<file path="config.mk">
export PLATFORM = sky130hd
export DESIGN_NAME = isd_energy
export DESIGN_NICKNAME = d
export VERILOG_FILES = /design/src/design/isd_pkg.sv /design/src/design/isd_energy.sv
export SDC_FILE = /design/constraint.sdc
export NUM_CORES = 2
export LEC_CHECK = 0
export BUFFER_PORTS_ARGS = -buffer_cell sky130_fd_sc_hd__buf_4
export CORE_MARGIN = 3
export CORE_UTILIZATION = 40
export CTS_BUF_LIST = sky130_fd_sc_hd__clkbuf_2 sky130_fd_sc_hd__clkbuf_4 sky130_fd_sc_hd__clkbuf_8
export DETAILED_ROUTE_END_ITERATION = 6
export GPL_ROUTABILITY_DRIVEN = 0
export PLACE_DENSITY = 0.68
export SLEW_MARGIN = 20
export SYNTH_ARGS = -nofsm -noshare
export SYNTH_HDL_FRONTEND = slang
export SYNTH_SLANG_ARGS = --single-unit
</file>
<file path="constraint.sdc">
create_clock -name clk -period 17.4 [get_ports clk]
set_clock_uncertainty 0.1 [all_clocks]
set_input_delay 0.87 -clock clk [delete_from_list [all_inputs] [get_ports clk]]
set_output_delay 0.87 -clock clk [all_outputs]
set_load 0.02 [all_outputs]
</file>
<file path="src/design/isd_pkg.sv">
// ----------------------------------------------------------------------------
// isd_pkg
// Shared types and constants of the IMU step detector: axis numbering,
// register indexes, fixed-point coefficients and the step phase encoding.
// ----------------------------------------------------------------------------
package isd_pkg;

  localparam int NUM_AXES   = 6;
  localparam int ACCEL_AXES = 3;
  localparam int AXIS_Z     = 2;

  // Configuration register indexes.
  localparam logic [2:0] REG_ACCEL_OFFSET_X = 3'd0;
  localparam logic [2:0] REG_ACCEL_OFFSET_Y = 3'd1;
  localparam logic [2:0] REG_ACCEL_OFFSET_Z = 3'd2;
  localparam logic [2:0] REG_GYRO_OFFSET_X  = 3'd3;
  localparam logic [2:0] REG_GYRO_OFFSET_Y  = 3'd4;
  localparam logic [2:0] REG_GYRO_OFFSET_Z  = 3'd5;
  localparam logic [2:0] REG_STEP_HIGH      = 3'd6;
  localparam logic [2:0] REG_STEP_LOW       = 3'd7;

  localparam logic [14:0] STEP_HIGH_RESET = 15'd5325;
  localparam logic [14:0] STEP_LOW_RESET  = 15'd3686;

  // Fixed-point coefficients (Q16 fractions).
  localparam logic signed [14:0] AXIS_COEF   = 15'sd9830;
  localparam logic signed [12:0] ENERGY_COEF = 13'sd3277;
  localparam logic [14:0]        GYRO_COEF   = 15'd25575;

  localparam logic [27:0]        ENERGY_MAX   = 28'hFFF_FFFF;
  localparam logic [27:0]        MOTION_LIMIT = 28'd32768;
  localparam logic signed [25:0] PEAK_HYST    = 26'sd209715;
  localparam logic [31:0]        STEP_MIN_US  = 32'd400000;
  localparam logic [31:0]        STEP_MAX_US  = 32'd1200000;

  typedef enum logic [1:0] {
    PH_IDLE    = 2'd0,
    PH_RISING  = 2'd1,
    PH_PEAK    = 2'd2,
    PH_FALLING = 2'd3
  } phase_t;

  // Side information that travels with an item down the pipeline.
  typedef struct packed {
    logic [31:0] ts;
    logic        clr;
  } item_info_t;

  // Status handed from the energy stage to the step state machine.
  typedef struct packed {
    logic signed [24:0] az;
    logic               active;
  } motion_t;

endpackage

</file>
<file path="src/design/isd_energy.sv">
// ----------------------------------------------------------------------------
// isd_energy
// Motion energy: deviation of each median from its smoothed value, gyro
// terms scaled into acceleration units, then an EMA (alpha 0.05) clamped
// to 28 bits. Two stages: deviation sum, then the energy update.
// ----------------------------------------------------------------------------
module isd_energy (
  input  logic                  clk,
  input  logic                  rst_n,
  input  logic                  load_dev,
  input  logic                  load_ema,
  input  logic signed [24:0]    sm  [isd_pkg::NUM_AXES],
  input  logic signed [15:0]    med [isd_pkg::NUM_AXES],
  output isd_pkg::motion_t      motion
);

  logic signed [25:0] dev   [isd_pkg::NUM_AXES];
  logic [24:0]        mag   [isd_pkg::NUM_AXES];
  logic [25:0]        asum  [isd_pkg::NUM_AXES];
  logic [39:0]        gprod [isd_pkg::NUM_AXES];
  logic [39:0]        gsum  [isd_pkg::NUM_AXES];
  logic [27:0]        part  [isd_pkg::NUM_AXES];
  logic [27:0]        ein_nxt;
  logic [27:0]        ein_r;
  logic signed [24:0] az_c_r;

  logic signed [28:0] ediff;
  logic signed [41:0] eprod;
  logic signed [41:0] ernd;
  logic signed [29:0] esum;
  logic [27:0]        energy_nxt;
  logic [27:0]        energy_r;
  logic signed [24:0] az_d_r;
  logic               active_r;

  always_comb begin
    ein_nxt = '0;
    for (int a = 0; a < isd_pkg::NUM_AXES; a++) begin
      dev[a]   = {med[a][15], med[a], 9'd0} - {sm[a][24], sm[a]};
      mag[a]   = dev[a][25] ? 25'(-dev[a]) : dev[a][24:0];
      asum[a]  = {1'b0, mag[a]} + 26'd16;
      gprod[a] = mag[a] * isd_pkg::GYRO_COEF;
      gsum[a]  = gprod[a] + 40'd32768;
      if (a < isd_pkg::ACCEL_AXES) begin
        part[a] = 28'(asum[a][25:5]);
      end else begin
        part[a] = 28'(gsum[a][39:16]);
      end
      ein_nxt = ein_nxt + part[a];
    end
  end

  always_comb begin
    ediff = $signed({1'b0, ein_r}) - $signed({1'b0, energy_r});
    eprod = ediff * isd_pkg::ENERGY_COEF;
    ernd  = eprod + 42'sd32768;
    esum  = $signed({2'b00, energy_r}) + {{4{ernd[41]}}, ernd[41:16]};
    if (esum < 0) begin
      energy_nxt = '0;
    end else if (esum > $signed({2'b00, isd_pkg::ENERGY_MAX})) begin
      energy_nxt = isd_pkg::ENERGY_MAX;
    end else begin
      energy_nxt = esum[27:0];
    end
  end

  always_ff @(posedge clk) begin
    if (!rst_n) begin
      energy_r <= '0;
    end else if (load_ema) begin
      energy_r <= energy_nxt;
    end
  end

  always_ff @(posedge clk) begin
    if (load_dev) begin
      ein_r  <= ein_nxt;
      az_c_r <= sm[isd_pkg::AXIS_Z];
    end
    if (load_ema) begin
      az_d_r   <= az_c_r;
      active_r <= energy_nxt > isd_pkg::MOTION_LIMIT;
    end
  end

  assign motion.az     = az_d_r;
  assign motion.active = active_r;

endmodule

</file>
==> run metrics <==
status=completed; clock slew at reported path FFs=0.12 ns; top cells by area, synth=fa_1 (26%), ha_1 (22%), inv_1 (9.1%); post-cts sizing count=0; Crit path top cell by count=fa_1; YS warnings=0; Residual DRC=0; die span in y=360 um; share of the synthesized area in the top cell type=26.1%; fraction of registers with async set/reset=0%; Final Core Density=43.7%; CP delay by family, top=adder cells; CTS max path bufs=2; Max-Slew Margin vs Limit=31.6%; Max-Cap Viols=0; CP Max Fanout=14; largest net degree at the start of global routing=53; Max H-tree Level=3; unrepaired setup endpoints after global routing=false; final setup vio count=0; CTS tree=yes; critical path arrival=14.42 ns; Total Routed Length=124 mm; most instantiated cells after synthesis=inv_1 (1,217), ha_1 (893), fa_1 (653); Final Hold Viols=0; vias=40,196; post-layout min period=14.32 ns; cell count after synthesis=5,754; antenna-violating nets left=0; startpoint class of the critical path=input pin; synthesized flop and latch total=106; Setup crit end kind=flop; Initial Utilization=40.4%; CTS Root Cell=clkbuf_8; WP data required=17.51 ns; total grt overflow=0; CTS Hold Buffers Added=0; fin crit share=82.3%; EDFF count, synth=78; FF-to-FF setup slack=4.76 ns; Boundary Pins=276; die width=360 um; cts bufs inserted=9; Hold Crit Depth=0; # diodes=0; PortBufs=275; Critical R2R Capture=energy_r[4]; setup bufs post-CTS=0; Setup TNS=0 ns; DRT Pass-1 Iters=6; Die ar.=130,000 sq um; Row Count=129; initial DRC count=2,235; sequential-to-total area share from yosys stat=5.79%; share of cells above drive strength 1=6.65%; Pins Over Slew Limit=0; vias in the first global route=40,970; Yosys top cell by area=fa_1; Cell Area, Synth=50,100 sq um; Reg2Reg Launch Point=ein_r[2]; Hold Startpoint=az_c_r[18]; Clock Latency Late Sink=0.45 ns; Hold Crit Class=flop to flop; All-Layer GR Usage=19.0%; top-count cell post-synth=inv_1; R2R cell count=36; DR vias/cell=5.29; first-pass GRT wire length=206 mm; NumNets Final=7,759; Slew @ Worst Pin=1.02 ns; Avg Inst Size Synth=8.71 sq um; CTS Sinks=106; WP buf/inv=9; predominant post-synthesis flop cell=edfxtp_1; antenna violations before repair=0; synth unique cells=108; Critical Path Max Stage Delay=0.71 ns; hold path endpoint=az_d_r[18]; Max Fclk=69.8 MHz; WL/cell=16.3 um; Crit Path Category=input pin to flop; Crit-path slowest cell=a2111oi_0; syn_nets=7,550; area grow syn2layout=8.15%; hpwl dp=111 mm; Core Box Area=124,000 sq um
==> worst max path at each step <==
stage,startpoint,end,depth (start not counted)
finish,med[32],ein_r[24],47
global route,med[32],ein_r[24],47
CTS,sm[0],ein_r[25],45
detailed placement,sm[0],ein_r[25],45
global placement,sm[0],ein_r[25],45
floorplan,sm[35],ein_r[24],52
==> stage by stage <==
step / hold WS (ns) / area, sq um / instances / setup WS (ns)
4_1_cts: 0.319 / 54200 / 7604 / 3.03
2_1_floorplan: 0.300 / 50100 / 5754 / 4.05
3_3_place_gp: 0.301 / 54000 / 7588 / 2.94
5_1_grt: 0.327 / 54200 / 7605 / 2.00
6_report: 0.315 / 54200 / 7605 / 3.08
3_5_place_dp: 0.305 / 54000 / 7588 / 2.59
==> cell usage in the layout, fill, tap and decap left out, types with 18 or more instances in the layout <==
cell type and instances:
o21ai_0 168, edfxtp_1 78, nand2b_1 45, nor3_1 144
o21bai_1 26, xor2_1 177, nor2_1 277, a2111oi_0 18
o211ai_1 34, and3_1 35, o31ai_1 37, a21boi_0 23
ha_1 893, a21oi_1 255, nor4_1 30, or3_1 51
or2_2 33, o21a_1 65, and2_1 44, mux2i_1 21
a21o_1 104, nor2b_1 38, o31a_1 21, fa_1 653
dfxtp_1 28, nand3_1 99, xnor2_1 325, a211oi_1 57
inv_1 1217, nand2_1 278, nand4_1 35, buf_4 286
a31oi_1 40
==> registers in the layout (all words and copies together) (netlist names) <==
name	cells
active_r	1
az_c_r	25
az_d_r	25
ein_r	27
energy_r	28
==> worst register-to-register path, delay by kind of cell, from the launching register on <==
family	cells	cell delay, ns
AOI/OAI and AO/OA	13	4.10
DFF	1	0.43
adders and majority gates	8	3.41
xor gates and xnor gates	4	1.06
and+or+nand+nor	5	1.26
buffers and inverters	6	2.16
==> kinds of logic after synthesis <==
kind of cell,share of synthesized area (%)
muxes,0.599
xor gates and xnor gates,8.85
DFF,5.79
adders and majority gates,48.4
AOI/OAI and AO/OA,14.1
and+or+nand+nor,12.4
buffers and inverters,9.84
==> layer usage <==
layer  global-route usage, %  vias up  wire (um)
met5                       0        -          0
met4                    3.69        0       2440
met3                    1.83      115       4380
met2                    34.1      830      61600
met1                    24.9    19565      55400
li1                        -    19686          -
==> area by class of cell <==
cell class	instances	area, sq um
Multi-Input combinational cell	4341	42300
Sequential cell	106	2900
Inverter	1218	4570
Timing Repair Buffer	287	2150
Fill cell	12129	69800
Clock buffer	10	138
Clock inverter	6	60.1
Tap cell	1637	2050
Power is not shown: default switching activity piles up to over one toggle a cycle in this logic, so the estimate is an artifact.
