File: config.mk
export PLATFORM = sky130hd
export DESIGN_NAME = isd_window
export DESIGN_NICKNAME = d
export VERILOG_FILES = /design/src/design/isd_pkg.sv /design/src/design/isd_window.sv
export SDC_FILE = /design/constraint.sdc
export NUM_CORES = 2
export LEC_CHECK = 0
export ABC_CLOCK_PERIOD_IN_PS = 20500
export BUFFER_PORTS_ARGS = -buffer_cell sky130_fd_sc_hd__clkbuf_2
export CAP_MARGIN = 15
export CORE_MARGIN = 2
export CORE_UTILIZATION = 26
export DETAILED_ROUTE_END_ITERATION = 12
export GPL_ROUTABILITY_DRIVEN = 0
export GPL_TIMING_DRIVEN = 1
export SETUP_SLACK_MARGIN = 0.15
export SYNTH_ARGS = -nofsm -noshare
export SYNTH_HDL_FRONTEND = slang
export SYNTH_SLANG_ARGS = --single-unit
File: constraint.sdc
create_clock -name clk -period 20.5 [get_ports clk]
set_clock_uncertainty 0.1 [all_clocks]
set_input_delay 2.05 -clock clk [delete_from_list [all_inputs] [get_ports clk]]
set_output_delay 2.05 -clock clk [all_outputs]
set_load 0.005 [all_outputs]
File: src/design/isd_pkg.sv
// ----------------------------------------------------------------------------
// isd_pkg
// Shared types and constants of the IMU step detector: axis numbering,
// register indexes, fixed-point coefficients and the step phase encoding.
// ----------------------------------------------------------------------------
package isd_pkg;

  localparam int NUM_AXES   = 6;
  localparam int ACCEL_AXES = 3;
  localparam int AXIS_Z     = 2;

  // Configuration register indexes.
  localparam logic [2:0] REG_ACCEL_OFFSET_X = 3'd0;
  localparam logic [2:0] REG_ACCEL_OFFSET_Y = 3'd1;
  localparam logic [2:0] REG_ACCEL_OFFSET_Z = 3'd2;
  localparam logic [2:0] REG_GYRO_OFFSET_X  = 3'd3;
  localparam logic [2:0] REG_GYRO_OFFSET_Y  = 3'd4;
  localparam logic [2:0] REG_GYRO_OFFSET_Z  = 3'd5;
  localparam logic [2:0] REG_STEP_HIGH      = 3'd6;
  localparam logic [2:0] REG_STEP_LOW       = 3'd7;

  localparam logic [14:0] STEP_HIGH_RESET = 15'd5325;
  localparam logic [14:0] STEP_LOW_RESET  = 15'd3686;

  // Fixed-point coefficients (Q16 fractions).
  localparam logic signed [14:0] AXIS_COEF   = 15'sd9830;
  localparam logic signed [12:0] ENERGY_COEF = 13'sd3277;
  localparam logic [14:0]        GYRO_COEF   = 15'd25575;

  localparam logic [27:0]        ENERGY_MAX   = 28'hFFF_FFFF;
  localparam logic [27:0]        MOTION_LIMIT = 28'd32768;
  localparam logic signed [25:0] PEAK_HYST    = 26'sd209715;
  localparam logic [31:0]        STEP_MIN_US  = 32'd400000;
  localparam logic [31:0]        STEP_MAX_US  = 32'd1200000;

  typedef enum logic [1:0] {
    PH_IDLE    = 2'd0,
    PH_RISING  = 2'd1,
    PH_PEAK    = 2'd2,
    PH_FALLING = 2'd3
  } phase_t;

  // Side information that travels with an item down the pipeline.
  typedef struct packed {
    logic [31:0] ts;
    logic        clr;
  } item_info_t;

  // Status handed from the energy stage to the step state machine.
  typedef struct packed {
    logic signed [24:0] az;
    logic               active;
  } motion_t;

endpackage

File: src/design/isd_window.sv
// ----------------------------------------------------------------------------
// isd_window
// Offset subtraction with 16-bit saturation, per-axis sample windows and a
// rank-based median of each window after the new sample is written.
// ----------------------------------------------------------------------------
module isd_window #(
  parameter int WINDOW_DEPTH = 5
) (
  input  logic               clk,
  input  logic               rst_n,
  input  logic               load,
  input  logic signed [15:0] raw    [isd_pkg::NUM_AXES],
  input  logic signed [15:0] offset [isd_pkg::NUM_AXES],
  output logic signed [15:0] med_r  [isd_pkg::NUM_AXES]
);

  localparam int SLOT_W = $clog2(WINDOW_DEPTH);
  localparam int RANK_W = $clog2(WINDOW_DEPTH);
  localparam int MID    = WINDOW_DEPTH / 2;

  logic signed [15:0] win_r   [isd_pkg::NUM_AXES][WINDOW_DEPTH];
  logic signed [15:0] win_nxt [isd_pkg::NUM_AXES][WINDOW_DEPTH];
  logic signed [15:0] sat     [isd_pkg::NUM_AXES];
  logic signed [16:0] diff    [isd_pkg::NUM_AXES];
  logic signed [15:0] med_nxt [isd_pkg::NUM_AXES];
  logic [SLOT_W-1:0]  slot_r;
  logic [SLOT_W-1:0]  slot_nxt;
  logic               primed_r;

  always_comb begin
    for (int a = 0; a < isd_pkg::NUM_AXES; a++) begin
      diff[a] = {raw[a][15], raw[a]} - {offset[a][15], offset[a]};
      if (diff[a][16] != diff[a][15]) begin
        sat[a] = diff[a][16] ? 16'sh8000 : 16'sh7FFF;
      end else begin
        sat[a] = diff[a][15:0];
      end
    end
  end

  // The first sample after reset fills the whole window.
  always_comb begin
    for (int a = 0; a < isd_pkg::NUM_AXES; a++) begin
      for (int k = 0; k < WINDOW_DEPTH; k++) begin
        win_nxt[a][k] = (!primed_r || slot_r == SLOT_W'(k)) ? sat[a] : win_r[a][k];
      end
    end
  end

  assign slot_nxt = (slot_r == SLOT_W'(WINDOW_DEPTH - 1)) ? '0 : slot_r + 1'b1;

  // Each element gets a unique rank, ties broken by position; the element
  // whose rank is the middle one is the median.
  always_comb begin
    logic [RANK_W-1:0] rank;
    rank = '0;
    for (int a = 0; a < isd_pkg::NUM_AXES; a++) begin
      med_nxt[a] = '0;
      for (int i = 0; i < WINDOW_DEPTH; i++) begin
        rank = '0;
        for (int j = 0; j < WINDOW_DEPTH; j++) begin
          if ((win_nxt[a][j] < win_nxt[a][i]) ||
              (win_nxt[a][j] == win_nxt[a][i] && j < i)) begin
            rank = rank + 1'b1;
          end
        end
        if (rank == RANK_W'(MID)) begin
          med_nxt[a] = win_nxt[a][i];
        end
      end
    end
  end

  always_ff @(posedge clk) begin
    if (!rst_n) begin
      slot_r   <= '0;
      primed_r <= 1'b0;
    end else if (load) begin
      slot_r   <= slot_nxt;
      primed_r <= 1'b1;
    end
  end

  always_ff @(posedge clk) begin
    if (load) begin
      win_r <= win_nxt;
      med_r <= med_nxt;
    end
  end

endmodule

==> run summary <==
Post-CTS Setup Repair Bufs: 0
final hold vios: 0
Initial Util: 26.2%
antenna cell count: 0
DIE AREA: 234000 um2
Final #Nets: 8322
Post-synth top flop: edfxtp_1
CTS tree: built
clock latency on the worst-skew pair: 0.72 ns
Routed WL per cell: 22.0 um
Worst Hold Class: reg2reg
fmax: 78.6 MHz
met3 usage: 2.83%
Netlist cell types: 118
FFs w/ async S/R, synth: 0%
run status: completed
Synth area leader: edfxtp_1
Worst Path Arrival: 13.07 ns
register area share after synthesis: 29.1%
Yosys reg bits: 580
Die X: 483 um
drt drc: 0
synthesized net count: 8035
min-delay src: win_r[464]
IO buf count: 290
delay-heaviest family, CP: compound AO/OA/AOI/OAI gates
CP required: 20.85 ns
clock root buffer: clkbuf_16
sink of the worst hold path: win_r[464]
EDFF count, synth: 576
clock slew at reported path FFs: 0.06 ns
Final setup viols: 0
total congestion overflow: 0
delay of the slowest cell on the worst path: 0.87 ns
pin count of the biggest net entering global routing: 88
via density per instance: 5.46
CP Launch Type: primary input
worst r2r dst: med_r[15]
Tmin final: 12.72 ns
slew margin rel.: 20.1%
clock buffer count from CTS: 79
# IOs: 291
Final period util: 62.0%
Hold-fix buffers, CTS: 0
Synth top area share: 29.0%
met2 Resource Use GR: 29.8%
worst hold margin: 0.467 ns
initial antenna violation count: 8
CTS max path bufs: 3
crit path kind: in2reg
first-pass GRT wire length: 332000 um
Register-to-Register Path Depth: 27
DRT Pass-1 Iters: 9
Worst Path Buf+Inv: 3
layout cells sized above 1: 9.13%
core area: 228000 um2
Die Y: 483 um
CP dominant cell by count: ha_1
Avg Inst Size Synth: 8.89 um2
crit path max fanout: 19
Post-Syn Instances: 6718
most used routing layer: met2
Antenna Nets Post-Route: 0
Starting DRT DRC Count: 4980
Syn-to-layout area delta: 13.5%
RR Startpoint: slot_r[2]
CTS-repair resized insts: 0
Cell Area, Synth: 59700 um2
setup total negative slack: 0 ns
Detailed Place HPWL: 171000 um
All-Layer GR Usage: 18.2%
vias in the first global route: 53206
clk sinks: 580
Vias: 55002
Area contributors post-synth: edfxtp_1, ha_1, nor2_1
met1 usage: 23.8%
Slew Limit Fails: 0
RSZ-0062 raised after global routing: no
htree depth: 3
max-cap viol count: 0
R2R Setup Slk: 11.33 ns
slowest cell on the critical path: a2111oi_0
Synth Warn #: 0
Hold Crit Depth: 1
CP Capture Type: register
# rows: 175
DRT Wirelength: 222000 um
Worst Max-Slew Pin Slew: 1.19 ns
[per-layer routing]
metal	wire length (um)	share of wire, %	vias up
li1	-	-	25622
met1	94600	43	26421
met2	101000	46	2505
met3	16700	7.5	452
met4	9500	4.3	2
met5	13	0.0059	-
[worst max path at each step]
stage / from / endpoint / cells after the start
after floorplan: offset[33] / med_r[45] / 39
after global placement: offset[33] / med_r[45] / 37
after detailed placement: offset[33] / med_r[45] / 37
after CTS: offset[33] / med_r[45] / 37
after global routing: raw[0] / med_r[15] / 37
final: offset[33] / med_r[45] / 37
[synthesized netlist by cell type (all sizes together), types with 13 or more instances]
cell,instances
nor4,26
xnor2,65
nand2,488
buf,51
nor2,685
or2,24
a221oi,47
a21boi,32
nor3,95
nand4,179
a2111oi,26
nand2b,64
o21bai,19
clkbuf,134
a31oi,42
a21oi,453
ha,1116
o211a,13
a21o,241
mux2,28
o211ai,44
o31ai,41
nor2b,113
mux2i,133
and2,34
inv,670
edfxtp,576
and3,28
a22o,14
xor2,44
a41oi,14
o221ai,40
or3,37
o21a,142
o22ai,45
nand3,108
nand3b,14
a311oi,13
o311ai,14
a211oi,55
a211o,31
o21ai,417
a22oi,24
and4,40
[cell families after synthesis]
logic type | synth area share (%)
adder cells (fa/ha/maj) | 23.7
AO/OA/AOI/OAI | 21.2
XOR/XNOR | 1.60
buffers and inverters | 5.45
flip-flops | 29.1
multiplexers | 2.93
AND/OR/NAND/NOR | 16.1
[placed cells by master (no fill, tap or decap), types with 43 or more instances in the layout]
cell type     n
xor2_1       44
nor2b_1     112
xnor2_1      65
edfxtp_1    576
nand2_1     488
inv_1       668
a211oi_1     53
a221oi_1     44
nor2_1      683
clkbuf_16    80
o21a_1      142
nor3_1       93
nand4_1     178
a21o_1      241
clkbuf_2    290
buf_4        96
nand2b_1     63
mux2i_1     131
o21ai_0     395
ha_1       1116
o22ai_1      43
nand3_1     107
a21oi_1     450
[final cells by class]
type	instances	area (um2)
fillers	23888	160000
multi-input cells	5282	39200
flip-flops and latches	580	17400
well taps	3009	3760
inverters	671	2520
repair buffers	391	2230
clock buffers	90	2040
clock inverters	54	598
[flip-flops by register name, indices dropped and copies added, names as in the netlist]
signal	count
win_r	480
med_r	96
slot_r	3
primed_r	1
[stage by stage]
stage / instances / area (um2) / util (%) / worst slack [ns]
after floorplan: 6718 / 59700 / - / 10.41
after global placement: 9928 / 65100 / 28.5 / 7.44
after detailed placement: 9930 / 65100 / 28.6 / 7.47
after CTS: 10074 / 67700 / 29.7 / 8.20
after global routing: 10077 / 67700 / 29.7 / 7.30
final: 10077 / 67700 / 29.7 / 7.78
Power is not shown: default switching activity piles up to over one toggle a cycle in this logic, so the estimate is an artifact.
