## src/design/isd_pkg.sv

```systemverilog
// ----------------------------------------------------------------------------
// isd_pkg
// Shared types and constants of the IMU step detector: axis numbering,
// register indexes, fixed-point coefficients and the step phase encoding.
// ----------------------------------------------------------------------------
package isd_pkg;

  localparam int NUM_AXES   = 6;
  localparam int ACCEL_AXES = 3;
  localparam int AXIS_Z     = 2;

  // Configuration register indexes.
  localparam logic [2:0] REG_ACCEL_OFFSET_X = 3'd0;
  localparam logic [2:0] REG_ACCEL_OFFSET_Y = 3'd1;
  localparam logic [2:0] REG_ACCEL_OFFSET_Z = 3'd2;
  localparam logic [2:0] REG_GYRO_OFFSET_X  = 3'd3;
  localparam logic [2:0] REG_GYRO_OFFSET_Y  = 3'd4;
  localparam logic [2:0] REG_GYRO_OFFSET_Z  = 3'd5;
  localparam logic [2:0] REG_STEP_HIGH      = 3'd6;
  localparam logic [2:0] REG_STEP_LOW       = 3'd7;

  localparam logic [14:0] STEP_HIGH_RESET = 15'd5325;
  localparam logic [14:0] STEP_LOW_RESET  = 15'd3686;

  // Fixed-point coefficients (Q16 fractions).
  localparam logic signed [14:0] AXIS_COEF   = 15'sd9830;
  localparam logic signed [12:0] ENERGY_COEF = 13'sd3277;
  localparam logic [14:0]        GYRO_COEF   = 15'd25575;

  localparam logic [27:0]        ENERGY_MAX   = 28'hFFF_FFFF;
  localparam logic [27:0]        MOTION_LIMIT = 28'd32768;
  localparam logic signed [25:0] PEAK_HYST    = 26'sd209715;
  localparam logic [31:0]        STEP_MIN_US  = 32'd400000;
  localparam logic [31:0]        STEP_MAX_US  = 32'd1200000;

  typedef enum logic [1:0] {
    PH_IDLE    = 2'd0,
    PH_RISING  = 2'd1,
    PH_PEAK    = 2'd2,
    PH_FALLING = 2'd3
  } phase_t;

  // Side information that travels with an item down the pipeline.
  typedef struct packed {
    logic [31:0] ts;
    logic        clr;
  } item_info_t;

  // Status handed from the energy stage to the step state machine.
  typedef struct packed {
    logic signed [24:0] az;
    logic               active;
  } motion_t;

endpackage

```

## src/design/isd_smooth.sv

```systemverilog
// ----------------------------------------------------------------------------
// isd_smooth
// Exponential smoothing (alpha 0.15) of each axis median, held with nine
// fraction bits; the median is passed along with the smoothed value.
// ----------------------------------------------------------------------------
module isd_smooth (
  input  logic               clk,
  input  logic               rst_n,
  input  logic               load,
  input  logic signed [15:0] med    [isd_pkg::NUM_AXES],
  output logic signed [24:0] sm_r   [isd_pkg::NUM_AXES],
  output logic signed [15:0] med_r  [isd_pkg::NUM_AXES]
);

  logic signed [25:0] diff   [isd_pkg::NUM_AXES];
  logic signed [40:0] prod   [isd_pkg::NUM_AXES];
  logic signed [40:0] rnd    [isd_pkg::NUM_AXES];
  logic signed [24:0] sm_nxt [isd_pkg::NUM_AXES];

  always_comb begin
    for (int a = 0; a < isd_pkg::NUM_AXES; a++) begin
      diff[a]   = {med[a][15], med[a], 9'd0} - {sm_r[a][24], sm_r[a]};
      prod[a]   = diff[a] * isd_pkg::AXIS_COEF;
      rnd[a]    = prod[a] + 41'sd32768;
      sm_nxt[a] = sm_r[a] + rnd[a][40:16];
    end
  end

  always_ff @(posedge clk) begin
    if (!rst_n) begin
      for (int a = 0; a < isd_pkg::NUM_AXES; a++) begin
        sm_r[a] <= '0;
      end
    end else if (load) begin
      sm_r <= sm_nxt;
    end
  end

  always_ff @(posedge clk) begin
    if (load) begin
      med_r <= med;
    end
  end

endmodule

```

## config.mk

```make
export PLATFORM = sky130hd
export DESIGN_NAME = isd_smooth
export DESIGN_NICKNAME = d
export VERILOG_FILES = /design/src/design/isd_pkg.sv /design/src/design/isd_smooth.sv
export SDC_FILE = /design/constraint.sdc
export NUM_CORES = 2
export LEC_CHECK = 0
export BUFFER_PORTS_ARGS = -buffer_cell sky130_fd_sc_hd__buf_2
export CAP_MARGIN = 20
export CORE_UTILIZATION = 30
export DETAILED_ROUTE_END_ITERATION = 10
export PLACE_DENSITY = 0.47
export SLEW_MARGIN = 20
export SYNTH_ARGS = -nofsm -noshare
export SYNTH_HDL_FRONTEND = slang
export SYNTH_SLANG_ARGS = --single-unit
export TNS_END_PERCENT = 100
```

## constraint.sdc

```tcl
create_clock -name clk -period 13.1 [get_ports clk]
set_input_delay 2.62 -clock clk [delete_from_list [all_inputs] [get_ports clk]]
set_output_delay 2.62 -clock clk [all_outputs]
set_load 0.1 [all_outputs]
```

==> results.md <==
- Synthesized net count: 8727
- Layout Area Growth over Synthesis: 13.4%
- Routability congestion estimate from global placement: 0.878
- Global-route wire length before repair: 275000 um
- Cell with the most instances on the worst path: sky130_fd_sc_hd__inv_1
- Clock root buffer master: sky130_fd_sc_hd__clkbuf_16
- Area contributors post-synth: sky130_fd_sc_hd__fa_1 (25%), sky130_fd_sc_hd__ha_1 (24%), sky130_fd_sc_hd__inv_1 (8.2%)
- Top-area cell type share of the netlist area: 25.2%
- Drt first pass iters: 5
- Number of cells on the worst reg-to-reg path: a little over 40
- Count of routing violations after the opening detailed-route iteration: 1962
- Post-CTS sizing: 0
- CP arrival: 12.98 ns
- Total vias in the final route: 47522
- Standard-cell row count: 165
- Core region area: 202000 um^2
- Hold buffer count at CTS: 0
- Clk sinks: 246
- Maximum number of pins on one net before global-route repair: 68
- Cell area after technology mapping: roughly 61000 um^2
- Final global-route overflow total: 0
- Yosys cell types: 99
- GRT Resource Usage Total: between 10% and 20%
- Commonest register cell after synthesis: sky130_fd_sc_hd__dfxtp_1
- Final setup TNS: 0 ns
- Count of synthesis-stage warnings from yosys: 0
- Critical Path End: sm_r[74]
- Sequential element share of the synthesized area: 9.63%
- Antenna violation net count after detailed routing: 0
- CTS buffer count: 39
- Run status: complete, no violations
- Number of enable-type register cells in the synthesized netlist: 96
- Worst slew margin relative to its limit: around a fifth
- Count of input and output buffers: 344
- Setup crit start: med[32]
- Cell type with the largest total area after synthesis: sky130_fd_sc_hd__fa_1
- Clock Skew: 0.0329 ns
- Kind of critical path: in -> reg
- Post CTS Setup Buffer Count: 0
- Height of the die: 453 um
- Via-per-instance ratio: around 4.8
- Slew Limit Fails: 0
- Final period utilization: 95.0%
- Mapped Cells: 6700
- Crit end category: flip-flop
- FF+latch count, synth: 246
- Final-layout fill cell count: 21021
- Die span in x: 453 um
- Clock Path Buffers: 3
- Critical path's largest stage delay: 0.50 ns
- Hold Fails Final Rpt: 0
- Kind of cell adding the most delay to the critical path: compound AO/OA/AOI/OAI gates
- Synth async-reset ratio: 0%
- Cell with the largest stage delay on the worst path: sky130_fd_sc_hd__fa_1
- Detailed-route wire length: 173000 um
- Number of global-route vias before repair: 49393
- Startpoint Class: input port
- Effective utilization at floorplan: 30.2%
- Die Area: 206000 um^2
- Worst reg2reg path endpoint: sm_r[149]
- Avg Cell Area, Syn: ~9 um^2
- Antenna violations before repair: 5
- Skew-Pair Late Insertion Delay: 0.64 ns
- Maximum Capacitance Violations: 0
- FF-to-FF setup slack: 1.74 ns
- Data required time of the worst path: 13.64 ns
- Class of the most critical hold timing path: reg -> reg
- Average routed wire per standard cell: 17.3 um
- Maximum fanout encountered on the critical timing path: 4
- Final count of negative-setup-slack endpoints: 0
- Clock H-tree levels: 2
- Residual DRC count: 0
- Pin slew with the least headroom to its limit: approximately 1.2 ns
- FMAX: 0.0804 GHz
- Clock-pin transition on the worst setup and hold timing paths: 0.06 ns
- Count of pins on the block boundary: 345
- CTS tree: yes
- Startpoint of the most critical register-to-register path: sm_r[127]
- Detail Placement HPWL: 148000 um
- Time the worst path needs with I/O delays and setup: 12.44 ns
- Total number of nets in the final design: 9295
- Share of layout cells above drive strength 1: a little over a tenth
- Critical path depth in cells: 47
- Number of buffer and inverter stages on the critical path: 7
==> area by class of cell <==
cell class	count	area (um^2)	area share [%]
clock buffers	47	1050	1.51
inverters	1334	5010	7.24
flip-flops and latches	246	5890	8.49
clock inverters	23	224	0.323
diodes	4	10.0	0.0144
repair buffers	600	3660	5.29
well taps	2672	3340	4.82
multi-input cells	5047	50100	72.3
==> per-stage QoR <==
step	hold WS, ns	setup WS, ns	util, %	std cells	cell area, um^2
final	0.472	0.658	34.3	9973	69300
after global routing	0.508	-0.0195	34.3	9973	69300
after CTS	0.479	0.415	34.2	9968	69100
after detailed placement	0.475	-0.221	33.5	9898	67900
after global placement	0.470	-0.169	33.5	9898	67900
after floorplan	0.895	0.0381	-	6700	61100
==> flip-flops by register name (all words and copies together), names as in the netlist <==
register,cells
med_r,96
sm_r,150
==> worst register-to-register path, delay by kind of cell (launching register included) <==
| family | cells | cell delay (ns) |
|---|---|---|
| buffers and inverters | 4 | 0.47 |
| adders and majority gates | 7 | 2.96 |
| AOI/OAI and AO/OA | 19 | 4.06 |
| and+or+nand+nor | 8 | 2.29 |
| DFF | 1 | 0.39 |
| xor gates and xnor gates | 3 | 1.13 |
==> how the worst min path moves through the flow <==
stage                     to     start  depth (start not counted)
finish              sm_r[24]  sm_r[24]                          2
global route        sm_r[24]  sm_r[24]                          2
CTS                 sm_r[24]  sm_r[24]                          2
detailed placement  sm_r[49]  sm_r[49]                          2
global placement    sm_r[49]  sm_r[49]                          2
floorplan           sm_r[24]  sm_r[24]                          2
==> layout by cell type, fill, tap and decap left out, types with 35 or more instances in the layout <==
master	instances
sky130_fd_sc_hd__inv_1	1332
sky130_fd_sc_hd__ha_1	1160
sky130_fd_sc_hd__fa_1	768
sky130_fd_sc_hd__nor2_1	438
sky130_fd_sc_hd__xnor2_1	360
sky130_fd_sc_hd__buf_2	343
sky130_fd_sc_hd__a21oi_1	281
sky130_fd_sc_hd__nand2_1	258
sky130_fd_sc_hd__buf_4	254
sky130_fd_sc_hd__xor2_1	205
sky130_fd_sc_hd__dfxtp_1	150
sky130_fd_sc_hd__o21ai_0	142
sky130_fd_sc_hd__nand3_1	141
sky130_fd_sc_hd__nor3_1	137
sky130_fd_sc_hd__a21o_1	116
sky130_fd_sc_hd__mux2i_1	100
sky130_fd_sc_hd__edfxtp_1	96
sky130_fd_sc_hd__o21bai_1	68
sky130_fd_sc_hd__a211oi_1	65
sky130_fd_sc_hd__nand4_1	54
sky130_fd_sc_hd__and3_1	54
sky130_fd_sc_hd__nand2b_1	54
sky130_fd_sc_hd__and2_1	53
sky130_fd_sc_hd__or3_1	52
sky130_fd_sc_hd__clkbuf_16	40
sky130_fd_sc_hd__o21a_1	37
sky130_fd_sc_hd__a31oi_1	35
sky130_fd_sc_hd__nor2b_1	35
sky130_fd_sc_hd__o31ai_1	35
==> logic make-up after synthesis <==
group | share of synthesized area (%)
AOI/OAI and AO/OA | 11.4
adders and majority gates | 48.9
and+or+nand+nor | 11.3
xor gates and xnor gates | 8.26
DFF | 9.63
muxes | 1.84
buffers and inverters | 8.65
==> per-layer routing <==
| layer | track usage, % | share of wire [%] | routed length, um |
|---|---|---|---|
| met1 | 22.2 | 46 | 78800 |
| met3 | 1.93 | 3.3 | 5620 |
| met2 | 29.1 | 48 | 82600 |
| met4 | 5.65 | 3.4 | 5820 |
| met5 | 0 | 0.016 | 28 |
==> cell usage after synthesis, types with 19 or more instances <==
master                     instances
sky130_fd_sc_hd__a211oi_1         66
sky130_fd_sc_hd__a21o_1          116
sky130_fd_sc_hd__a21oi_1         285
sky130_fd_sc_hd__a31oi_1          36
sky130_fd_sc_hd__and2_1           53
sky130_fd_sc_hd__and3_1           54
sky130_fd_sc_hd__clkbuf_1         56
sky130_fd_sc_hd__dfxtp_1         150
sky130_fd_sc_hd__edfxtp_1         96
sky130_fd_sc_hd__fa_1            768
sky130_fd_sc_hd__ha_1           1160
sky130_fd_sc_hd__inv_1          1332
sky130_fd_sc_hd__mux2i_1         101
sky130_fd_sc_hd__nand2_1         258
sky130_fd_sc_hd__nand2b_1         54
sky130_fd_sc_hd__nand3_1         141
sky130_fd_sc_hd__nand4_1          54
sky130_fd_sc_hd__nor2_1          438
sky130_fd_sc_hd__nor2b_1          35
sky130_fd_sc_hd__nor3_1          137
sky130_fd_sc_hd__nor4_1           22
sky130_fd_sc_hd__o211ai_1         19
sky130_fd_sc_hd__o21a_1           37
sky130_fd_sc_hd__o21ai_0         145
sky130_fd_sc_hd__o21bai_1         68
sky130_fd_sc_hd__o31ai_1          36
sky130_fd_sc_hd__or2_2            27
sky130_fd_sc_hd__or3_1            52
sky130_fd_sc_hd__xnor2_1         367
sky130_fd_sc_hd__xor2_1          206
Power is not shown: default switching activity piles up to over one toggle a cycle in this logic, so the estimate is an artifact.
