### config.mk
export PLATFORM = sky130hd
export DESIGN_NAME = isd_step_fsm
export DESIGN_NICKNAME = d
export VERILOG_FILES = /design/src/design/isd_pkg.sv /design/src/design/isd_step_fsm.sv
export SDC_FILE = /design/constraint.sdc
export NUM_CORES = 1
export LEC_CHECK = 0
export BUFFER_PORTS_ARGS = -buffer_cell sky130_fd_sc_hd__buf_2
export CORE_UTILIZATION = 59
export CTS_CLUSTER_DIAMETER = 100
export DETAILED_ROUTE_END_ITERATION = 6
export GPL_TIMING_DRIVEN = 0
export HOLD_SLACK_MARGIN = 0.06
export PLACE_DENSITY = 0.82
export SKIP_CTS_REPAIR_TIMING = 1
export SLEW_MARGIN = 5
export SYNTH_ARGS = -nofsm -noshare
export SYNTH_HDL_FRONTEND = slang
export SYNTH_SLANG_ARGS = --single-unit
### constraint.sdc
create_clock -name clk -period 4.3 [get_ports clk]
set_input_delay 0.645 -clock clk [delete_from_list [all_inputs] [get_ports clk]]
set_output_delay 0.645 -clock clk [all_outputs]
set_load 0.02 [all_outputs]
### src/design/isd_pkg.sv
// ----------------------------------------------------------------------------
// isd_pkg
// Shared types and constants of the IMU step detector: axis numbering,
// register indexes, fixed-point coefficients and the step phase encoding.
// ----------------------------------------------------------------------------
package isd_pkg;

  localparam int NUM_AXES   = 6;
  localparam int ACCEL_AXES = 3;
  localparam int AXIS_Z     = 2;

  // Configuration register indexes.
  localparam logic [2:0] REG_ACCEL_OFFSET_X = 3'd0;
  localparam logic [2:0] REG_ACCEL_OFFSET_Y = 3'd1;
  localparam logic [2:0] REG_ACCEL_OFFSET_Z = 3'd2;
  localparam logic [2:0] REG_GYRO_OFFSET_X  = 3'd3;
  localparam logic [2:0] REG_GYRO_OFFSET_Y  = 3'd4;
  localparam logic [2:0] REG_GYRO_OFFSET_Z  = 3'd5;
  localparam logic [2:0] REG_STEP_HIGH      = 3'd6;
  localparam logic [2:0] REG_STEP_LOW       = 3'd7;

  localparam logic [14:0] STEP_HIGH_RESET = 15'd5325;
  localparam logic [14:0] STEP_LOW_RESET  = 15'd3686;

  // Fixed-point coefficients (Q16 fractions).
  localparam logic signed [14:0] AXIS_COEF   = 15'sd9830;
  localparam logic signed [12:0] ENERGY_COEF = 13'sd3277;
  localparam logic [14:0]        GYRO_COEF   = 15'd25575;

  localparam logic [27:0]        ENERGY_MAX   = 28'hFFF_FFFF;
  localparam logic [27:0]        MOTION_LIMIT = 28'd32768;
  localparam logic signed [25:0] PEAK_HYST    = 26'sd209715;
  localparam logic [31:0]        STEP_MIN_US  = 32'd400000;
  localparam logic [31:0]        STEP_MAX_US  = 32'd1200000;

  typedef enum logic [1:0] {
    PH_IDLE    = 2'd0,
    PH_RISING  = 2'd1,
    PH_PEAK    = 2'd2,
    PH_FALLING = 2'd3
  } phase_t;

  // Side information that travels with an item down the pipeline.
  typedef struct packed {
    logic [31:0] ts;
    logic        clr;
  } item_info_t;

  // Status handed from the energy stage to the step state machine.
  typedef struct packed {
    logic signed [24:0] az;
    logic               active;
  } motion_t;

endpackage

### src/design/isd_step_fsm.sv
// ----------------------------------------------------------------------------
// isd_step_fsm
// Idle/rising/peak/falling step state machine on the smoothed Z axis, with
// the daily and total step counters and the result register.
// ----------------------------------------------------------------------------
module isd_step_fsm #(
  parameter int COUNT_BITS = 32
) (
  input  logic                   clk,
  input  logic                   rst_n,
  input  logic                   load,
  input  isd_pkg::item_info_t    info,
  input  isd_pkg::motion_t       motion,
  input  logic [14:0]            high_level,
  input  logic [14:0]            low_level,
  output logic                   step_detected,
  output logic [COUNT_BITS-1:0]  daily_steps,
  output logic [COUNT_BITS-1:0]  total_steps,
  output logic [1:0]             step_phase,
  output logic                   motion_active,
  output logic                   persist_request
);

  isd_pkg::phase_t phase_r, phase_nxt;

  logic signed [24:0]    peak_r, peak_nxt;
  logic [31:0]           start_r, start_nxt;
  logic [COUNT_BITS-1:0] daily_r, daily_nxt, daily_base;
  logic [COUNT_BITS-1:0] total_r, total_nxt;
  logic [3:0]            d10_r, d10_nxt, d10_base;
  logic                  step_r, persist_r, active_r;

  logic [31:0]           elapsed;
  logic signed [25:0]    peak_floor;
  logic                  az_above_hi, az_below_lo, az_above_peak, az_below_floor;
  logic                  count_step;

  assign elapsed        = info.ts - start_r;
  assign peak_floor     = {peak_r[24], peak_r} - isd_pkg::PEAK_HYST;
  assign az_above_hi    = motion.az > $signed({1'b0, high_level, 9'd0});
  assign az_below_lo    = motion.az < $signed({1'b0, low_level, 9'd0});
  assign az_above_peak  = motion.az > peak_r;
  assign az_below_floor = $signed({motion.az[24], motion.az}) < peak_floor;
  assign count_step     = (phase_r == isd_pkg::PH_FALLING) && az_below_lo &&
                          (elapsed > isd_pkg::STEP_MIN_US);

  always_comb begin
    phase_nxt = phase_r;
    unique case (phase_r)
      isd_pkg::PH_IDLE: begin
        if (az_above_hi && motion.active) phase_nxt = isd_pkg::PH_RISING;
      end
      isd_pkg::PH_RISING: begin
        // The timeout wins over a move to peak in the same sample.
        if (elapsed > isd_pkg::STEP_MAX_US) begin
          phase_nxt = isd_pkg::PH_IDLE;
        end else if (!az_above_peak && az_below_floor) begin
          phase_nxt = isd_pkg::PH_PEAK;
        end
      end
      isd_pkg::PH_PEAK: begin
        if (az_below_lo) phase_nxt = isd_pkg::PH_FALLING;
      end
      isd_pkg::PH_FALLING: begin
        if (count_step) phase_nxt = isd_pkg::PH_IDLE;
      end
      default: phase_nxt = isd_pkg::PH_IDLE;
    endcase
  end

  always_comb begin
    peak_nxt  = peak_r;
    start_nxt = start_r;
    if (phase_r == isd_pkg::PH_IDLE && az_above_hi && motion.active) begin
      peak_nxt  = motion.az;
      start_nxt = info.ts;
    end else if (phase_r == isd_pkg::PH_RISING && az_above_peak) begin
      peak_nxt = motion.az;
    end

    // The daily clear applies before this sample's step. d10 follows the
    // daily count modulo ten, including across a counter wrap.
    daily_base = info.clr ? '0 : daily_r;
    d10_base   = info.clr ? '0 : d10_r;
    daily_nxt  = daily_base;
    d10_nxt    = d10_base;
    total_nxt  = total_r;
    if (count_step) begin
      daily_nxt = daily_base + 1'b1;
      total_nxt = total_r + 1'b1;
      if (daily_base == '1 || d10_base == 4'd9) begin
        d10_nxt = '0;
      end else begin
        d10_nxt = d10_base + 1'b1;
      end
    end
  end

  always_ff @(posedge clk) begin
    if (!rst_n) begin
      phase_r <= isd_pkg::PH_IDLE;
      peak_r  <= '0;
      start_r <= '0;
      daily_r <= '0;
      total_r <= '0;
      d10_r   <= '0;
    end else if (load) begin
      phase_r <= phase_nxt;
      peak_r  <= peak_nxt;
      start_r <= start_nxt;
      daily_r <= daily_nxt;
      total_r <= total_nxt;
      d10_r   <= d10_nxt;
    end
  end

  always_ff @(posedge clk) begin
    if (load) begin
      step_r    <= count_step;
      persist_r <= count_step && (d10_nxt == 4'd0);
      active_r  <= motion.active;
    end
  end

  assign step_detected   = step_r;
  assign daily_steps     = daily_r;
  assign total_steps     = total_r;
  assign step_phase      = phase_r;
  assign motion_active   = active_r;
  assign persist_request = persist_r;

endmodule

==> results.json <==
{
  "criticalPathCategory": "in2reg",
  "rows": 49,
  "worst_pin_slew_ns": 0.847,
  "synth_nets": 1622,
  "ir_worst_vdd_v": 0.000283,
  "yosys_warnings": 0,
  "dp_slack_ns": -0.320,
  "clk_path_buf_depth": 2,
  "max_cap_violations": 0,
  "synthXorXnorAreaFrac_pct": 3.79,
  "clock_skew_ns": 0.0105,
  "path_max_fanout": 5,
  "layout-drive-gt1-share_pct": 15.4,
  "final_cell_area_mm2": 0.0128,
  "slew_headroom_pct": 43.1,
  "dp.cells": 1801,
  "nNetsFinal": 1800,
  "drtIter0Drc": 998,
  "post_synth_and_or_nand_nor_area_fraction_pct": 25.3,
  "synth_compound_area_share_pct": 18.1,
  "core_area_mm2": 0.0182,
  "drt_wl_total_um": 30400,
  "cts_tree": "done",
  "firstDrtPassIters": 7,
  "syn_avg_cell_area_um2": 7.85,
  "whs_path_depth": 1,
  "area_growth_pct": 15.6,
  "reg2regPathDepth": 13,
  "clk_root_buffer_cell": "clkbuf_16",
  "via_count": 11300,
  "clkTransAtPathRegs_ns": 0.06,
  "pwr_density_cell_mw_per_mm2": 260,
  "htree_levels": 4,
  "place_area_mm2": 0.0122,
  "finalPower_mw": 3.33,
  "setup_slack_ns": 0.214,
  "finalCritPeriodShare_pct": 95.0,
  "slew_violations": 0,
  "avgViaCountPerCell": 6.16,
  "fp.dieW_um": 139,
  "ys_seq_area_share_pct": 23.7,
  "crit_arrival_ns": 4.40,
  "nFillCells": 1496,
  "track_usage_pct": 31.3,
  "synth_cell_types": 81,
  "drc_errors": 33,
  "setup-tns-final_ns": 0,
  "setup_viol": 0,
  "async_flop_share_pct": 0,
  "die_h_um": 139,
  "pin_count": 161,
  "crit_required_ns": 4.62,
  "antenna_found_initial": 1,
  "rsz0062_at_grt": "no",
  "gp_congestion": 0.921,
  "violations": "design-rule violations",
  "cts.sinks": 130,
  "synthMuxAreaShare_pct": 9.12,
  "portBuffers": 159,
  "crit_path_start_kind": "input pin",
  "status": "finished with violations",
  "postSynthCellCount": 1413,
  "cp-end-kind": "register",
  "grt_max_degree": 17,
  "synth-edff-count": 3,
  "synthFlopType": "dfxtp_1",
  "synth_top_family_by_area": "simple AND/OR/NAND/NOR gates",
  "grt_pass1_vias": 10600,
  "final-hold-violation-count": 0,
  "start_util_pct": 60.9,
  "min_path_type": "in2reg",
  "syn_area_mm2": 0.0111,
  "worstSkewPairLatency_ns": 0.43,
  "final_cell_count_no_fill": 1834,
  "ys_seq_elements": 130,
  "wl_per_cell_um": 16.6,
  "drtAntennaViolNets": 0,
  "die-area_mm2": 0.0193,
  "cts-buffers-inserted": 17,
  "final.min_clock_period_ns": 4.09,
  "dpl.hpwl_um": 22700,
  "utilization_pct": 70.4,
  "grt_pass1_wl_um": 50100,
  "grt_remaining_overflow": 0,
  "whs_ns": 0.428,
  "leakagePower_nw": 5.66,
  "synthAdderAreaFrac_pct": 13.3,
  "max_freq_mhz": 245
}
-- Yosys cell counts, drive strengths merged, types with 17 or more instances --
library cell    n  share of area, %
a21o           18               1.2
a21oi          62               2.8
and3           17              0.96
buf            19               1.1
clkbuf         57               1.9
dfxtp         127                23
ha            116                13
inv           109               3.7
mux2i         101               9.1
nand2         141               4.8
nand2b         37               2.1
nand3          73               3.3
nand4          42               2.4
nor2          109               3.7
nor3           50               2.3
nor4           21               1.2
o21ai          42               1.9
o311ai         23               1.8
o41ai          20               1.6
xnor2          30               2.4
xor2           18               1.4
-- layout by cell type (no fill, tap or decap), types with 45 or more instances in the layout --
| master | Yosys | final |
|---|---|---|
| nor2_1 | 109 | 109 |
| a21oi_1 | 62 | 61 |
| nand3_1 | 73 | 72 |
| dfxtp_1 | 127 | 127 |
| ha_1 | 116 | 116 |
| clkbuf_1 | 57 | 58 |
| buf_2 | 13 | 172 |
| nand2_1 | 141 | 141 |
| nor3_1 | 49 | 45 |
| inv_1 | 108 | 108 |
| mux2i_1 | 101 | 101 |
-- worst paths after layout --
path | startpoint | to | slack, ns
worst min-delay path | motion[0] | motion_active$_DFFE_PP_ | 0.43
worst max register to register | start_r[0]$_SDFFE_PN0P_ | register | 0.28
worst min register to register | total_steps[10]$_SDFFE_PN0P_ | total_steps[10]$_SDFFE_PN0P_ | 0.49
worst max-delay path | info[1] | register | 0.21
-- cell type report --
class	instances	area (um^2)	area share (%)
inverter	109	409	3.19
clock inverter	13	100	0.781
clock buffer	19	443	3.46
timing repair buffer	159	796	6.21
multi-input combinational	1098	7810	61.0
buffer	76	332	2.59
sequential	130	2630	20.5
antenna	1	2.50	0.0195
tap	229	287	2.24
-- registers in the layout, indices dropped and copies added, names as in the netlist, 4 cells and up, named ones only --
| signal | count |
|---|---|
| total_steps | 32 |
| d10_r | 4 |
| peak_r | 25 |
| start_r | 32 |
| daily_steps | 32 |
-- routing by layer --
metal  up-vias  wire, um  GRT usage (%)
met1      5262     13300           40.3
li1       5503         -              -
met4         2       712           12.5
met3        67      2180           5.21
met5         -         8              0
met2       469     14200           52.0
-- cells by family (layout without fill, tap and decap cells) --
family | count (synthesis) | count (layout)
flops | 130 | 130
simple gates | 557 | 557
compound gates | 275 | 275
xor+xnor | 48 | 48
mux | 101 | 101
buf+inv | 185 | 376
fa+ha+maj | 117 | 117
other cells | 0 | 1
-- where the power goes --
group | leakage [nW] | internal [mW] | switching, mW
Clock | 0.273 | 0.761 | 0.614
Combinational | 4.34 | 0.275 | 0.439
Sequential | 1.05 | 1.22 | 0.0131
-- critical path, stage by stage --
cell	delay [ns]
buf_2	0.10
inv_1	0.08
ha_1	0.17
inv_1	0.05
fa_1	0.41
a211oi_2	0.32
o21ai_1	0.21
a211oi_4	0.37
nor2_1	0.13
a41oi_1	0.26
xnor2_1	0.16
or3_2	0.45
o311ai_0	0.67
nand2_1	0.11
a31o_2	0.26
Note: power is estimated with default switching activity, not from simulation.
